**src/segint_pkg.sv**
```systemverilog
// Shared widths and types of the segment intersection unit.
// No dependencies; the other source files of the block use it, apart from assert_macros.svh.
package segint_pkg;

	localparam int COORD_BITS = 12;
	// Line coefficients a and b, and the constant term c.
	localparam int LW = COORD_BITS + 2;
	localparam int CW = 2 * COORD_BITS + 2;
	// Side values and determinant.
	localparam int SW = 2 * COORD_BITS + 5;
	// Intersection numerators.
	localparam int NW = 3 * COORD_BITS + 5;
	// Quotient magnitude: a hit point stays within one bit beyond the coordinate range.
	localparam int QW = COORD_BITS + 1;

	typedef logic signed [COORD_BITS-1:0] coord_t;
	typedef logic [NW-1:0] num_mag_t;
	typedef logic [SW-1:0] den_mag_t;
	typedef logic [QW-1:0] quo_t;

	typedef struct packed {
		logic hit;
		logic neg;
	} div_meta_t;

endpackage

```
**src/segint_div.sv**
```systemverilog
// Pipelined restoring divider of unsigned magnitudes, one quotient bit per stage.
// Depends on segint_pkg; side information travels in lockstep with each item.
module segint_div (
	input  logic                  clk,
	input  logic                  arst_n,
	input  logic                  en,
	input  logic                  vld_i,
	input  segint_pkg::div_meta_t meta_i,
	input  segint_pkg::num_mag_t  num_i,
	input  segint_pkg::den_mag_t  den_i,
	output logic                  vld_o,
	output segint_pkg::div_meta_t meta_o,
	output segint_pkg::quo_t      quo_o
);
	import segint_pkg::*;

	logic      vld_s  [QW];
	div_meta_t meta_s [QW];
	num_mag_t  rem_s  [QW];
	den_mag_t  den_s  [QW];
	quo_t      quo_s  [QW];

	for (genvar k = 0; k < QW; k++) begin : g_stage
		localparam int J = QW - 1 - k;
		logic          vld_p;
		div_meta_t     meta_p;
		num_mag_t      rem_p;
		den_mag_t      den_p;
		quo_t          quo_p;
		logic [NW:0]   trial;
		quo_t          quo_n;

		if (k == 0) begin : g_first
			assign vld_p  = vld_i;
			assign meta_p = meta_i;
			assign rem_p  = num_i;
			assign den_p  = den_i;
			assign quo_p  = '0;
		end else begin : g_next
			assign vld_p  = vld_s[k-1];
			assign meta_p = meta_s[k-1];
			assign rem_p  = rem_s[k-1];
			assign den_p  = den_s[k-1];
			assign quo_p  = quo_s[k-1];
		end

		// The shifted divisor always fits, so the top bit of the difference is its sign.
		always_comb begin
			trial    = {1'b0, rem_p} - ((NW + 1)'(den_p) << J);
			quo_n    = quo_p;
			quo_n[J] = ~trial[NW];
		end

		always_ff @(posedge clk or negedge arst_n) begin
			if (!arst_n) begin
				vld_s[k] <= 1'b0;
			end else if (en) begin
				vld_s[k] <= vld_p;
			end
		end

		always_ff @(posedge clk) begin
			if (en) begin
				meta_s[k] <= meta_p;
				den_s[k]  <= den_p;
				quo_s[k]  <= quo_n;
				rem_s[k]  <= trial[NW] ? rem_p : trial[NW-1:0];
			end
		end
	end

	assign vld_o  = vld_s[QW-1];
	assign meta_o = meta_s[QW-1];
	assign quo_o  = quo_s[QW-1];

endmodule

```
**config.mk**
```make
export PLATFORM = sky130hd
export DESIGN_NAME = segint_div
export DESIGN_NICKNAME = d
export VERILOG_FILES = /design/src/segint_pkg.sv /design/src/segint_div.sv
export SDC_FILE = /design/constraint.sdc
export NUM_CORES = 2
export LEC_CHECK = 0
export BUFFER_PORTS_ARGS = -buffer_cell sky130_fd_sc_hd__buf_2
export CORE_MARGIN = 5
export CORE_UTILIZATION = 55
export CTS_CLUSTER_DIAMETER = 30
export CTS_CLUSTER_SIZE = 12
export DETAILED_ROUTE_END_ITERATION = 8
export GPL_TIMING_DRIVEN = 0
export PLACE_DENSITY = 0.71
export SYNTH_ARGS = -nofsm -noshare
export SYNTH_HDL_FRONTEND = slang
export SYNTH_SLANG_ARGS = --single-unit
```
**constraint.sdc**
```tcl
create_clock -name clk -period 7.97 [get_ports clk]
set_input_delay 0.797 -clock clk [delete_from_list [all_inputs] [get_ports clk]]
set_output_delay 0.797 -clock clk [all_outputs]
set_load 0.02 [all_outputs]
```
Word level (Yosys, flattened, before mapping)
Memory sizes are Yosys's and may differ from the RTL's.
Cells that the tools add are included.
{"block": "classes", "add_sub_neg": 13, "mux": 15, "bitwise_logic": 13}
{"operator": "$mux W41", "n": 13}
{"operator": "$sub A41 B29 Y42", "n": 1}
{"operator": "$sub A41 B30 Y42", "n": 1}
{"operator": "$sub A41 B31 Y42", "n": 1}
{"operator": "$sub A41 B32 Y42", "n": 1}
{"operator": "$sub A41 B33 Y42", "n": 1}
{"operator": "$sub A41 B34 Y42", "n": 1}
{"operator": "$sub A41 B35 Y42", "n": 1}
{"operator": "$sub A41 B36 Y42", "n": 1}
{"operator": "$sub A41 B37 Y42", "n": 1}
{"operator": "$sub A41 B38 Y42", "n": 1}
{"operator": "$sub A41 B39 Y42", "n": 1}
{"operator": "$sub A41 B40 Y42", "n": 1}
{"operator": "$sub A41 B41 Y42", "n": 1}
{"operator": "$not A1 Y1", "n": 13}
{"operator": "$mux W1", "n": 2}
{"block": "word_totals", "reg_bits": 13, "ram_bits": 1105, "in_bits": 76, "output_inout_bits": 16, "memories": 4}
{"memory": "rem_s", "words": 13, "word_bits": 41, "rd": 12, "rd_clocked_by_memory_dff": 0, "wr": 13, "line": "segint_div.sv:19", "text": "num_mag_t rem_s [QW];"}
{"memory": "den_s", "words": 13, "word_bits": 29, "rd": 12, "rd_clocked_by_memory_dff": 0, "wr": 13, "line": "segint_div.sv:20", "text": "den_mag_t den_s [QW];"}
{"memory": "quo_s", "words": 13, "word_bits": 13, "rd": 13, "rd_clocked_by_memory_dff": 0, "wr": 13, "line": "segint_div.sv:21", "text": "quo_t quo_s [QW];"}
{"memory": "meta_s", "words": 13, "word_bits": 2, "rd": 13, "rd_clocked_by_memory_dff": 0, "wr": 13, "line": "segint_div.sv:18", "text": "div_meta_t meta_s [QW];"}

Logic depth before layout (Yosys ltp)
An unclocked memory read counts as a cell.
{"block": "depth", "ltp_word": 3, "mapped_depth": 15, "depth_no_buf": 13}

Least setup slack after synthesis
OpenSTA, ideal clock, no wires.
{"block": "synth_timing", "path_type": "input port to flip-flop", "start": "input port den_i[2]", "end": "memory rem_s[0][34] (netlist bit) (data pin)", "setup_ns": 0.260, "t_arrival_ns": 3.193, "t_required_ns": 7.710, "setup_slack_ns": 4.517, "path_stages": 12, "cell_sequence": "inv_1 ha_1 o21a_1 o31a_1 o21ai_0 nor4b_1 o211ai_1 a21oi_1 nor2_1 o31ai_1 buf_2 mux2_2"}
{"item": "start: declaration", "line": "segint_div.sv:10", "text": "input segint_pkg::den_mag_t den_i,"}
{"item": "end: declaration", "line": "segint_div.sv:19"}

==> results.json <==
{
  "nNetsFinal": 5582,
  "most_common_cell_after_layout_fill_and_taps_aside": "edfxtp_1",
  "rsz0062_at_grt": "no",
  "die_height_um": 323.0,
  "drt_wl_cell_um": 17.57,
  "area_growth_syn_to_layout_pct": 16.59,
  "critical_path_class": "register to register",
  "die_area_um2": 104300,
  "synth_enable_flop_cells": 957,
  "drc": 0,
  "worst-path-max-fanout": 10,
  "multi_input_comb_area_um2": 22580,
  "drt_wl_total_um": 115400,
  "critical_path_required_ps": 8510,
  "synth_top_area_cell": "edfxtp_1",
  "initialDrtViolationCount": 1774,
  "syn-instance-count": 4817,
  "route.vias.total": 36606,
  "initial_core_util_pct": 55.54,
  "cts.htree.levels": 4,
  "total_congestion_overflow": 0,
  "final_util_pct": 64.76,
  "ys_top_cells_by_area": "edfxtp_1, ha_1, a21oi_1",
  "mappedNetlistArea_um2": 53870,
  "timing.fmax_mhz": 193.1,
  "ant_nets": 0,
  "slew_headroom_pct": 18.98,
  "outcome": "finished, final reports clean",
  "final-hold-violation-count": 0,
  "power_density_nw_per_um2": 387.1,
  "grt.total_usage_pct": 22.23,
  "first_global_vias": 38245,
  "drive_gt1_share_pct": 11.00,
  "synth.net_count": 5281,
  "critPathCaptureType": "register",
  "cts.repair_timing.setup_buffer_count": 0,
  "delay_of_the_slowest_critical_path_stage_ps": 950,
  "placement.io_buffers": 91,
  "fp-row-count": 114,
  "gp_congestion": 0.9118,
  "total_power_mw": 24.31,
  "min-delay-path-class": "input pin to register",
  "final_min_period_over_clock_period_pct": 64.99,
  "mostFrequentLayoutCells": "edfxtp_1, inv_1, a21oi_1",
  "clk_pin_slew_ps": 50,
  "drt_pre_antenna_iters": 5,
  "yosys_most_used_dff": "edfxtp_1",
  "clock_tree.buffer_depth": 3,
  "cp_arrival_ps": 5720,
  "grt_pass1_wl_um": 186300,
  "max-vdd-ir-drop_mv": 0.2174,
  "via_to_cell_ratio": 5.575,
  "largest_net_degree_at_the_start_of_global_routing": 139,
  "clock_sink_count": 970,
  "finalMaxSlewViolations": 0,
  "yosysUniqueCellTypes": 89,
  "crit_top_cell": "o21ai_0",
  "ctsRootBufferMaster": "clkbuf_16",
  "core_area_um2": 96990,
  "synth-seq-area-share_pct": 53.95,
  "slowest_stage_cell_on_the_critical_path": "nor3_1",
  "max-cap-violations": 0,
  "antenna_found_initial": 0,
  "layout.filler_cells": 7532,
  "insertedDiodeCount": 0,
  "critPathLaunchType": "register",
  "worst_skew_pair.late_latency_ps": 750,
  "ioPinCount": 92,
  "syn-mean-instance-area_um2": 11.18,
  "postSynth.asyncResetShare_pct": 1.340,
  "power_leakage_nw": 25.29,
  "ff_latch_area_um2": 29060,
  "fin_skew_ps": 17.46,
  "finalSetupViolations": 0,
  "hpwl_um": 87830,
  "synth-seq-cells": 970,
  "synth.top_cell.area_share_pct": 53.34,
  "finalWorstPathRequiredPeriod_ps": 5180,
  "numCtsBuffers": 199,
  "synth_warnings": 0,
  "worst_slew_pin_slew_ps": 1206,
  "tritoncts": "built",
  "timing.critical_path.cells": "ha_1 > a2111oi_0 > o21ai_0 > o21ai_0 > o22ai_1 > a21oi_1 > o21ai_0 > nor3_1 > clkbuf_1 > clkbuf_1 > nand2_1 > o31ai_1",
  "die_width_um": 323.0
}
## cells in the mapped netlist (all sizes together) (7+ instances only)
master   number
a2111oi      20
a211o        16
a211oi       42
a21boi       14
a21o        146
a21oi       399
a221oi        9
a311oi       10
a31o          7
a31oi        35
and2         28
and3         29
and4          7
buf          28
clkbuf       81
dfrtp        13
edfxtp      957
fa           12
ha          376
inv         471
mux2        105
mux2i        10
nand2       364
nand2b       50
nand3        69
nand3b        9
nand4        41
nor2        319
nor2b        44
nor3         70
nor3b         7
nor4         15
o2111ai      10
o211a         8
o211ai       28
o21a         74
o21ai       347
o21bai       38
o31a         13
o31ai        43
or2          15
or3          22
or4          17
xnor2       202
xor2        131
## sequential cells by signal (all words and copies together), names as in the netlist
name and flops:
g_stage.vld_p 12, vld_o 1, den_s 348, quo_s 91, meta_s 26, rem_s 492
## worst max-delay path: cells and delay by family, from the launching register on
kind	cells	cell delay, ps
AOI/OAI and AO/OA	7	1710
buffers and inverters	2	1390
DFF	1	390
and+or+nand+nor	2	1090
adders and majority gates	1	390
## layer usage
layer / track usage (%) / wire, um / up-vias
met1: 20.80 / 40460 / 17046
met4: 13.09 / 6662 / 0
met2: 44.99 / 64600 / 824
met5: 0 / 0 / -
met3: 3.235 / 3638 / 375
li1: - / - / 18361
## repair_timing
action,CTS,global route
resized for setup,0,0
hold buffers,1,0
endpoints found under the hold margin,13,0
## cells by family (layout without fill, tap and decap cells)
group | Yosys count | in the layout | synth area share (%)
AOI/OAI and AO/OA | 1308 | 1308 | 15.18
and+or+nand+nor | 1123 | 1123 | 9.764
DFF | 970 | 970 | 53.95
buffers and inverters | 580 | 1053 | 4.139
adders and majority gates | 388 | 388 | 9.179
xor gates and xnor gates | 333 | 333 | 5.414
muxes | 115 | 115 | 2.381
## cell type report
cell class | instances | share of cell area, %
plain buffers | 109 | 0.7351
repair buffers | 100 | 1.108
inverters | 471 | 2.815
clock buffers | 234 | 8.335
clock inverters | 139 | 2.247
flip-flops and latches | 970 | 46.27
multi-input cells | 3267 | 35.95
well taps | 1276 | 2.542
## path summary, 6_finish.rpt
check	start	to	slack, ps	depth (start not counted)
min in group asynchronous	arst_n	g_stage[7].vld_p	480	2
hold reg to reg	rem_s[1][7]	rem_s[2][7]	410	0
max in group asynchronous	arst_n	g_stage[6].vld_p	7250	2
hold / removal	num_i[4]	rem_s[0][4]	220	1
setup reg to reg	rem_s[0][24]	rem_s[1][39]	2790	12
setup / recovery	rem_s[0][24]	rem_s[1][39]	2790	12
## power breakdown
| group | internal, mW | total (mW) | switching, mW | leakage (nW) |
|---|---|---|---|---|
| registers | 7.32 | 7.97 | 0.649 | 9.44 |
| logic | 3.59 | 8.38 | 4.79 | 12.6 |
| clock network | 5.35 | 7.96 | 2.61 | 3.21 |
## through the flow
stage	hold WS [ps]	area [um^2]	setup WS (ps)	TNS, ps	instances
after floorplan	400.3	53870	4517	0	4817
after global placement	400.1	55920	-8912	-7662900	6184
after detailed placement	404.5	56150	2788	0	6192
after CTS	165.5	62810	2757	0	6566
after global routing	184.4	62810	2503	0	6566
final	222.2	62810	2790	0	6566
Note: power is estimated with default switching activity, not from simulation.
